### src/hdl/glyph_column_line_runs_macros.svh
// ---------------------------------------------------------------------------
// Assertion macros shared by the glyph column line run block.
// Each macro samples on clk and is disabled while arst_n is low.
// ---------------------------------------------------------------------------
`ifndef GLYPH_COLUMN_LINE_RUNS_MACROS_SVH
`define GLYPH_COLUMN_LINE_RUNS_MACROS_SVH

// Condition c must hold in the same cycle as a.
`define GCLR_ASSERT_IMP(lbl, a, c) \
	lbl: assert property (@(posedge clk) disable iff (!arst_n) (a) |-> (c)) \
		else $error("glyph column line runs: check failed");

// Condition c must hold in the cycle after a.
`define GCLR_ASSERT_NXT(lbl, a, c) \
	lbl: assert property (@(posedge clk) disable iff (!arst_n) (a) |=> (c)) \
		else $error("glyph column line runs: check failed");

`endif

### src/hdl/gclr_pkg.sv
// ---------------------------------------------------------------------------
// gclr_pkg
// Shared types, constants and helper functions for the glyph column line
// run block.
// ---------------------------------------------------------------------------
package gclr_pkg;

	localparam int MAX_SCALE  = 8;
	localparam int SCALE_W    = 4;
	localparam int COORD_W    = 8;
	localparam int COMP_W     = 6;
	localparam int BITS_W     = 8;
	localparam int RUN_DEPTH  = 4;
	localparam int RUN_PTR_W  = $clog2(RUN_DEPTH);
	localparam int RUN_CNT_W  = $clog2(RUN_DEPTH + 1);

	// One run of set bits, ready to be expanded into scale line commands.
	typedef struct packed {
		logic [COORD_W-1:0] x_base;
		logic [COORD_W-1:0] row_from;
		logic [COORD_W-1:0] row_to;
		logic [COMP_W-1:0]  red6;
		logic [COMP_W-1:0]  green6;
		logic [COMP_W-1:0]  blue6;
		logic [SCALE_W-1:0] scale_m1;
		logic               last_run;
	} run_t;

	// Queue status seen by both sides.
	typedef struct packed {
		logic full;
		logic empty;
	} queue_status_t;

	// Index of the lowest set bit of a 9-bit word (zero when none).
	function automatic logic [3:0] low_index9(input logic [BITS_W:0] v);
		logic [3:0] idx;
		idx = 4'd0;
		for (int i = BITS_W; i >= 0; i--) begin
			if (v[i]) begin
				idx = 4'(i);
			end
		end
		return idx;
	endfunction

	// Clamp the requested scale to the supported maximum.
	function automatic logic [SCALE_W-1:0] clamp_scale(input logic [SCALE_W-1:0] s);
		logic [SCALE_W-1:0] r;
		if (s > SCALE_W'(MAX_SCALE)) begin
			r = SCALE_W'(MAX_SCALE);
		end else begin
			r = s;
		end
		return r;
	endfunction

endpackage

### src/hdl/gclr_front.sv
// ---------------------------------------------------------------------------
// gclr_front
// Accepts a glyph column item and splits its bitmap into runs of set bits,
// one run per cycle while the queue has room, each as a queued run descriptor.
// ---------------------------------------------------------------------------
module gclr_front (
	input  logic                                clk,
	input  logic                                arst_n,
	input  logic                                start,
	output logic                                busy,
	input  logic [gclr_pkg::COORD_W-1:0]        origin_x,
	input  logic [gclr_pkg::COORD_W-1:0]        origin_y,
	input  logic [2:0]                          column_index,
	input  logic [gclr_pkg::BITS_W-1:0]         column_bits,
	input  logic [15:0]                         colour565,
	input  logic [gclr_pkg::SCALE_W-1:0]        scale,
	input  gclr_pkg::queue_status_t             qstat,
	output logic                                push,
	output gclr_pkg::run_t                      push_run
);

	logic                               busy_q;
	logic [gclr_pkg::BITS_W-1:0]        rem_q;
	logic [gclr_pkg::SCALE_W-1:0]       scale_q;
	logic [gclr_pkg::COORD_W-1:0]       oy_q;
	logic [gclr_pkg::COORD_W-1:0]       x_base_q;
	logic [gclr_pkg::COMP_W-1:0]        red_q;
	logic [gclr_pkg::COMP_W-1:0]        green_q;
	logic [gclr_pkg::COMP_W-1:0]        blue_q;

	logic                               accept;
	logic [gclr_pkg::SCALE_W-1:0]       scale_c;
	logic [gclr_pkg::BITS_W-1:0]        low_bit;
	logic [gclr_pkg::BITS_W:0]          sum9;
	logic [gclr_pkg::BITS_W-1:0]        rem_next;
	logic [3:0]                         first_idx;
	logic [3:0]                         past_idx;
	logic [gclr_pkg::COORD_W-1:0]       off_on;
	logic [gclr_pkg::COORD_W-1:0]       off_end;

	assign accept  = start && !busy_q;
	assign scale_c = gclr_pkg::clamp_scale(scale);
	assign busy    = busy_q;

	// Adding the lowest set bit clears the run and carries into the bit past its end (past_idx).
	assign low_bit   = rem_q & (~rem_q + gclr_pkg::BITS_W'(1));
	assign sum9      = {1'b0, rem_q} + {1'b0, low_bit};
	assign rem_next  = rem_q & sum9[gclr_pkg::BITS_W-1:0];
	assign first_idx = gclr_pkg::low_index9({1'b0, rem_q});
	assign past_idx  = gclr_pkg::low_index9(sum9);

	assign off_on  = 8'((8'd7 - {4'b0, first_idx}) * {4'b0, scale_q});
	assign off_end = 8'((8'd7 - {4'b0, past_idx}) * {4'b0, scale_q});

	assign push = busy_q && !qstat.full;

	always_comb begin
		push_run.x_base   = x_base_q;
		push_run.row_from = oy_q + off_on;
		push_run.row_to   = oy_q + off_end + 8'd1;
		push_run.red6     = red_q;
		push_run.green6   = green_q;
		push_run.blue6    = blue_q;
		push_run.scale_m1 = scale_q - gclr_pkg::SCALE_W'(1);
		push_run.last_run = (rem_next == '0);
	end

	always_ff @(posedge clk or negedge arst_n) begin
		if (!arst_n) begin
			busy_q <= 1'b0;
		end else if (accept) begin
			// drop empty columns and zero scale at the door
			busy_q <= (column_bits != '0) && (scale_c != '0);
		end else if (push && (rem_next == '0)) begin
			busy_q <= 1'b0;
		end
	end

	always_ff @(posedge clk) begin
		if (accept) begin
			rem_q    <= column_bits;
			scale_q  <= scale_c;
			oy_q     <= origin_y;
			x_base_q <= origin_x + 8'({5'b0, column_index} * {4'b0, scale_c});
			red_q    <= {colour565[15:11], 1'b0};
			green_q  <= colour565[10:5];
			blue_q   <= {colour565[4:0], 1'b0};
		end else if (push) begin
			rem_q <= rem_next;
		end
	end

endmodule

### src/hdl/gclr_queue.sv
// ---------------------------------------------------------------------------
// gclr_queue
// Small FIFO of run descriptors between the scanning front and the line
// emitting back.
// ---------------------------------------------------------------------------
`include "glyph_column_line_runs_macros.svh"

module gclr_queue (
	input  logic                    clk,
	input  logic                    arst_n,
	input  logic                    push,
	input  gclr_pkg::run_t          push_run,
	input  logic                    pop,
	output gclr_pkg::run_t          head_run,
	output gclr_pkg::queue_status_t qstat
);

	gclr_pkg::run_t                    mem [gclr_pkg::RUN_DEPTH];
	logic [gclr_pkg::RUN_PTR_W-1:0]    wr_ptr_q;
	logic [gclr_pkg::RUN_PTR_W-1:0]    rd_ptr_q;
	logic [gclr_pkg::RUN_CNT_W-1:0]    count_q;

	assign qstat.full  = (count_q == gclr_pkg::RUN_CNT_W'(gclr_pkg::RUN_DEPTH));
	assign qstat.empty = (count_q == '0);
	assign head_run    = mem[rd_ptr_q];

	always_ff @(posedge clk) begin
		if (push) begin
			mem[wr_ptr_q] <= push_run;
		end
	end

	always_ff @(posedge clk or negedge arst_n) begin
		if (!arst_n) begin
			wr_ptr_q <= '0;
			rd_ptr_q <= '0;
			count_q  <= '0;
		end else begin
			if (push) begin
				wr_ptr_q <= wr_ptr_q + gclr_pkg::RUN_PTR_W'(1);
			end
			if (pop) begin
				rd_ptr_q <= rd_ptr_q + gclr_pkg::RUN_PTR_W'(1);
			end
			unique case ({push, pop})
				2'b10:   count_q <= count_q + gclr_pkg::RUN_CNT_W'(1);
				2'b01:   count_q <= count_q - gclr_pkg::RUN_CNT_W'(1);
				default: count_q <= count_q;
			endcase
		end
	end

	`GCLR_ASSERT_IMP(a_no_push_full, push, !qstat.full)
	`GCLR_ASSERT_IMP(a_no_pop_empty, pop, !qstat.empty)
	`GCLR_ASSERT_IMP(a_count_bound, 1'b1, count_q <= gclr_pkg::RUN_CNT_W'(gclr_pkg::RUN_DEPTH))
	`GCLR_ASSERT_NXT(a_push_fills, push && !pop && qstat.empty, !qstat.empty)

endmodule

### src/hdl/gclr_back.sv
// ---------------------------------------------------------------------------
// gclr_back
// Pops run descriptors and emits scale line commands per run, one per cycle
// while runs are queued, on registered result ports.
// ---------------------------------------------------------------------------
module gclr_back (
	input  logic                           clk,
	input  logic                           arst_n,
	input  gclr_pkg::run_t                 head_run,
	input  gclr_pkg::queue_status_t        qstat,
	output logic                           pop,
	output logic                           strobe,
	output logic [gclr_pkg::COORD_W-1:0]   line_x,
	output logic [gclr_pkg::COORD_W-1:0]   row_from,
	output logic [gclr_pkg::COORD_W-1:0]   row_to,
	output logic [gclr_pkg::COMP_W-1:0]    red6,
	output logic [gclr_pkg::COMP_W-1:0]    green6,
	output logic [gclr_pkg::COMP_W-1:0]    blue6,
	output logic                           last_line
);

	gclr_pkg::run_t                  cur_q;
	logic                            cur_valid_q;
	logic [gclr_pkg::SCALE_W-1:0]    cnt_q;
	logic                            strobe_q;
	logic [gclr_pkg::COORD_W-1:0]    line_x_q;
	logic [gclr_pkg::COORD_W-1:0]    row_from_q;
	logic [gclr_pkg::COORD_W-1:0]    row_to_q;
	logic [gclr_pkg::COMP_W-1:0]     red_q;
	logic [gclr_pkg::COMP_W-1:0]     green_q;
	logic [gclr_pkg::COMP_W-1:0]     blue_q;
	logic                            last_q;

	logic                            run_done;

	assign run_done = cur_valid_q && (cnt_q == cur_q.scale_m1);
	assign pop      = (!cur_valid_q || run_done) && !qstat.empty;

	always_ff @(posedge clk or negedge arst_n) begin
		if (!arst_n) begin
			cur_valid_q <= 1'b0;
			cnt_q       <= '0;
			strobe_q    <= 1'b0;
		end else begin
			strobe_q <= cur_valid_q;
			if (pop) begin
				cur_valid_q <= 1'b1;
				cnt_q       <= '0;
			end else if (run_done) begin
				cur_valid_q <= 1'b0;
				cnt_q       <= '0;
			end else if (cur_valid_q) begin
				cnt_q <= cnt_q + gclr_pkg::SCALE_W'(1);
			end
		end
	end

	always_ff @(posedge clk) begin
		if (pop) begin
			cur_q <= head_run;
		end
		if (cur_valid_q) begin
			line_x_q   <= cur_q.x_base + {4'b0, cnt_q};
			row_from_q <= cur_q.row_from;
			row_to_q   <= cur_q.row_to;
			red_q      <= cur_q.red6;
			green_q    <= cur_q.green6;
			blue_q     <= cur_q.blue6;
			last_q     <= run_done && cur_q.last_run;
		end
	end

	assign strobe    = strobe_q;
	assign line_x    = line_x_q;
	assign row_from  = row_from_q;
	assign row_to    = row_to_q;
	assign red6      = red_q;
	assign green6    = green_q;
	assign blue6     = blue_q;
	assign last_line = last_q;

endmodule

### src/hdl/glyph_column_line_runs.sv
// ---------------------------------------------------------------------------
// glyph_column_line_runs
// Turns one glyph column bitmap into vertical draw-line commands, scale
// lines per run of set bits.
// ---------------------------------------------------------------------------
// channel   handshake              payload
// item      start & !busy          origin_x origin_y column_index column_bits
//                                  colour565 scale
// line      strobe (one cycle)     line_x row_from row_to red6 green6 blue6
//                                  last_line
//
// The front scans one run per cycle while the run queue has room, and holds busy
// until the last run of an item (up to four) is pushed; a full queue stalls the scan.
// The four-entry run queue lets the front run ahead of the back.
// The back emits one line per cycle while runs are queued: a column gives
// runs * scale lines, at most 32, and the line unit sets the sustained rate.
// A queued run passes the back's current-run register, then the output registers.
// Reset clears the control state; the receiver cannot stall.
// ---------------------------------------------------------------------------
module glyph_column_line_runs (
	input  logic                          clk,
	input  logic                          arst_n,
	input  logic                          start,
	output logic                          busy,
	input  logic [gclr_pkg::COORD_W-1:0]  origin_x,
	input  logic [gclr_pkg::COORD_W-1:0]  origin_y,
	input  logic [2:0]                    column_index,
	input  logic [gclr_pkg::BITS_W-1:0]   column_bits,
	input  logic [15:0]                   colour565,
	input  logic [gclr_pkg::SCALE_W-1:0]  scale,
	output logic                          strobe,
	output logic [gclr_pkg::COORD_W-1:0]  line_x,
	output logic [gclr_pkg::COORD_W-1:0]  row_from,
	output logic [gclr_pkg::COORD_W-1:0]  row_to,
	output logic [gclr_pkg::COMP_W-1:0]   red6,
	output logic [gclr_pkg::COMP_W-1:0]   green6,
	output logic [gclr_pkg::COMP_W-1:0]   blue6,
	output logic                          last_line
);

	gclr_pkg::queue_status_t qstat;
	gclr_pkg::run_t          push_run;
	gclr_pkg::run_t          head_run;
	logic                    push;
	logic                    pop;

	gclr_front u_front (
		.clk          (clk),
		.arst_n       (arst_n),
		.start        (start),
		.busy         (busy),
		.origin_x     (origin_x),
		.origin_y     (origin_y),
		.column_index (column_index),
		.column_bits  (column_bits),
		.colour565    (colour565),
		.scale        (scale),
		.qstat        (qstat),
		.push         (push),
		.push_run     (push_run)
	);

	gclr_queue u_queue (
		.clk      (clk),
		.arst_n   (arst_n),
		.push     (push),
		.push_run (push_run),
		.pop      (pop),
		.head_run (head_run),
		.qstat    (qstat)
	);

	gclr_back u_back (
		.clk       (clk),
		.arst_n    (arst_n),
		.head_run  (head_run),
		.qstat     (qstat),
		.pop       (pop),
		.strobe    (strobe),
		.line_x    (line_x),
		.row_from  (row_from),
		.row_to    (row_to),
		.red6      (red6),
		.green6    (green6),
		.blue6     (blue6),
		.last_line (last_line)
	);

endmodule
### config.mk
export PLATFORM = sky130hd
export DESIGN_NAME = glyph_column_line_runs
export DESIGN_NICKNAME = d
export VERILOG_FILES = /design/src/hdl/gclr_pkg.sv /design/src/hdl/gclr_front.sv /design/src/hdl/gclr_queue.sv /design/src/hdl/gclr_back.sv /design/src/hdl/glyph_column_line_runs.sv
export VERILOG_INCLUDE_DIRS = /design/src /design/src/hdl
export SDC_FILE = /design/constraint.sdc
export NUM_CORES = 1
export LEC_CHECK = 0
export ABC_AREA = 0
export BUFFER_PORTS_ARGS = -buffer_cell sky130_fd_sc_hd__buf_4
export CAP_MARGIN = 15
export CORE_MARGIN = 2
export CORE_UTILIZATION = 60
export DETAILED_ROUTE_END_ITERATION = 8
export PLACE_DENSITY = 0.89
export SETUP_SLACK_MARGIN = 0.02
export SLEW_MARGIN = 30
export SYNTH_ARGS = -nofsm -noshare
export SYNTH_HDL_FRONTEND = slang
export SYNTH_SLANG_ARGS = --single-unit
### constraint.sdc
create_clock -name clk -period 5.35 [get_ports clk]
set_input_delay 0.535 -clock clk [delete_from_list [all_inputs] [get_ports clk]]
set_output_delay 0.535 -clock clk [all_outputs]
set_load 0.005 [all_outputs]
==> impl_metrics.tcl <==
set metrics [dict create \
    dp_slack_ns 0.2501 \
    ys.warnings.count 0 \
    setup_ws_ns 0.2764 \
    synth_edf_count 310 \
    multiInputGateArea_um2 3717 \
    vias_per_cell 5.621 \
    post-synth-top-area-fraction_pct 67.72 \
    peakVddDrop_v 0.0004493 \
    arrival_ns 5.43 \
    leakage_uw 0.006003 \
    cp.buffers_inverters 1 \
    setup_viol 0 \
    synth.area.top_cells "edfxtp_1, mux4_2, fa_1" \
    seq_area_um2 9668 \
    antenna_left 0 \
    drv_slew 0 \
    cts_tree "done" \
    die_w_um 155.4 \
    cp_cell_sequence "or2_1 > o22a_1 > o21a_1 > o41a_1 > nand2b_4 > fa_1 > inv_1 > fa_1 > fa_1 > ha_1 > nor2b_1 > nor3_1 > o21bai_1 > a21oi_1 > xnor2_1 > xnor2_1" \
    gp_congestion 0.9121 \
    cp-start-kind "flip-flop" \
    drc_errors 0 \
    tns_ns 0 \
    grt_max_degree 48 \
    drt_iter0_markers 430 \
    insertion_delay_ns 0.55 \
    layout_commonest_cell "edfxtp_1" \
    cts.htree.levels 1 \
    final_cell_mix "edfxtp_1, buf_4, inv_1, ha_1, mux4_2" \
    ios 95 \
    ys_seq_elements 324 \
    dieArea_um2 24140 \
    cts_buffers 31 \
    hpwl_um 14350 \
    period_share_pct 94.83 \
    synth_sequential_area_ratio_pct 70.27 \
    hp-class "in2reg" \
    cpPeakStageDelay_ns 0.55 \
    fmax_mhz 197.1 \
    grt_pass1_wl_um 36530 \
    synthArstFlopShare_pct 4.321 \
    die_h_um 155.4 \
    portBuffers 92 \
    clk_path_buf_depth 3 \
    track_usage_pct 19.64 \
    crit_type "reg2reg" \
    syn_to_final_growth_pct 15.84 \
    synthFlopType "edfxtp_1" \
    antenna_cells 0 \
    fill_cells 1399 \
    pwr_density_cell_nw_per_um2 710.2 \
    clock-sinks 324 \
    clk_pin_slew_ns 0.06 \
    wl_per_cell_um 19.18 \
    worstMarginPinSlew_ns 0.7321 \
    drt-pass1-iter-count 4 \
    synthDistinctLibCells 49 \
    root_buffer "clkbuf_16" \
    fin_skew_ns 0.01015 \
    drive_above_1_share_pct 22.48 \
    avgSynthCellArea_um2 17.31 \
    core_um2 22570 \
    crit_family "adder cells" \
    rsz0062_at_grt "false" \
    nets 1045 \
    first_global_vias 7044 \
    drt-total-wl_um 23560 \
    maxCapViolations 0 \
    hold_viol 0 \
    route.vias.total 6903 \
    start_util_pct 60.90 \
    fin_crit_ns 5.074 \
    status "completed" \
    synthesis.area_um2 13750 \
    critPathMaxFanout 8 \
    crit_path_frequent_cell "fa_1" \
    endpoint_kind "flip-flop" \
    synthCells 794 \
    synth_top_area_cell "edfxtp_1" \
    worst_slew_margin_rel_pct 51.19 \
    antenna_found_initial 0 \
    gr-total-overflow 0 \
    slowest_stage "fa_1" \
    std_cell_rows 55 \
    worstPathRequired_ns 5.71 \
]
[per-layer routing]
layer  track usage [%]  vias to the layer above  share of wire [%]
met5                 0                        -                  0
met4             5.374                        0                2.0
met3             2.758                       45                5.3
met2             34.89                      228                 51
met1             25.73                     3446                 41
li1                  -                     3184                  -
[cells by family (layout without fill, tap and decap cells)]
group | after synthesis | after routing | share of synthesized area (%)
DFF | 324 | 324 | 70.27
and+or+nand+nor | 132 | 132 | 4.779
buffers and inverters | 102 | 250 | 2.885
adders and majority gates | 77 | 77 | 8.647
AOI/OAI and AO/OA | 70 | 70 | 3.241
muxes | 49 | 49 | 7.664
xor gates and xnor gates | 39 | 39 | 2.485
other | 1 | 2 | 0.02728
[sequential cells by signal (all words and copies together), names as in the netlist, 6 cells and up]
register	cells
u_back.line_x	8
u_back.row_from	8
u_front.rem_q	8
u_back.row_to	8
u_back.cur_q	45
u_back.green6	6
u_front.x_base_q	8
u_front.green_q	6
u_queue.mem	180
u_front.oy_q	8
[layout make-up]
class | count | area share [%]
Tap cell | 285 | 2.240
Multi-Input combinational cell | 369 | 23.35
Timing Repair Buffer | 111 | 5.249
Inverter | 81 | 1.925
Clock buffer | 38 | 5.037
Clock inverter | 20 | 1.485
Sequential cell | 324 | 60.72
[where the power goes]
| group | internal, µW | total (µW) | switching, µW |
|---|---|---|---|
| clock | 1310 | 2200 | 890 |
| combinational | 1780 | 4140 | 2350 |
| sequential | 4500 | 4970 | 470 |
[path summary, 6_finish.rpt]
path	slack, ns	cells past startpoint	endpoint	start
max	0.28	16	u_queue.mem[0][28]	u_front.rem_q[0]
min	0.15	1	u_front.green_q[1]	colour565[6]
max reg2reg	0.28	16	u_queue.mem[0][28]	u_front.rem_q[0]
min reg2reg	0.42	0	u_back.blue6[5]	u_back.cur_q[10]
max in group asynchronous	4.76	2	u_back.cur_valid_q	arst_n
min in group asynchronous	0.38	2	u_queue.wr_ptr_q[1]	arst_n
[Yosys cell counts (10+ instances only)]
library cell and number:
dfrtp_1 14, clkbuf_1 13, fa_1 30, nand2_1 42, and2_1 24, a21oi_1 22
ha_1 47, inv_1 81, o21ai_0 17, edfxtp_1 310, mux4_2 45, nor2_1 23
xnor2_1 29, xor2_1 10, nor2b_1 16
[what timing repair did]
| action | CTS | global route |
|---|---|---|
| endpoints found under the hold margin | 14 | 0 |
| buffers inserted | 0 | 11 |
| setup endpoints to repair | 0 | 4 |
| hold buffers | 1 | 0 |
| gates resized for setup | 0 | 3 |
[metrics by stage]
step                cell area [µm²]  util, %  instances  total power, µW  hold slack [ns]
floorplan                     13750        -        795             7827           0.2394
global placement              14770    65.45       1158             8785           0.4014
detailed placement            14780    65.48       1158             9058           0.4008
CTS                           15830    70.13       1217            11330           0.1269
global route                  15920    70.54       1228            12030           0.1282
finish                        15920    70.54       1228            11310           0.1529
(Power assumes the default switching activity.)
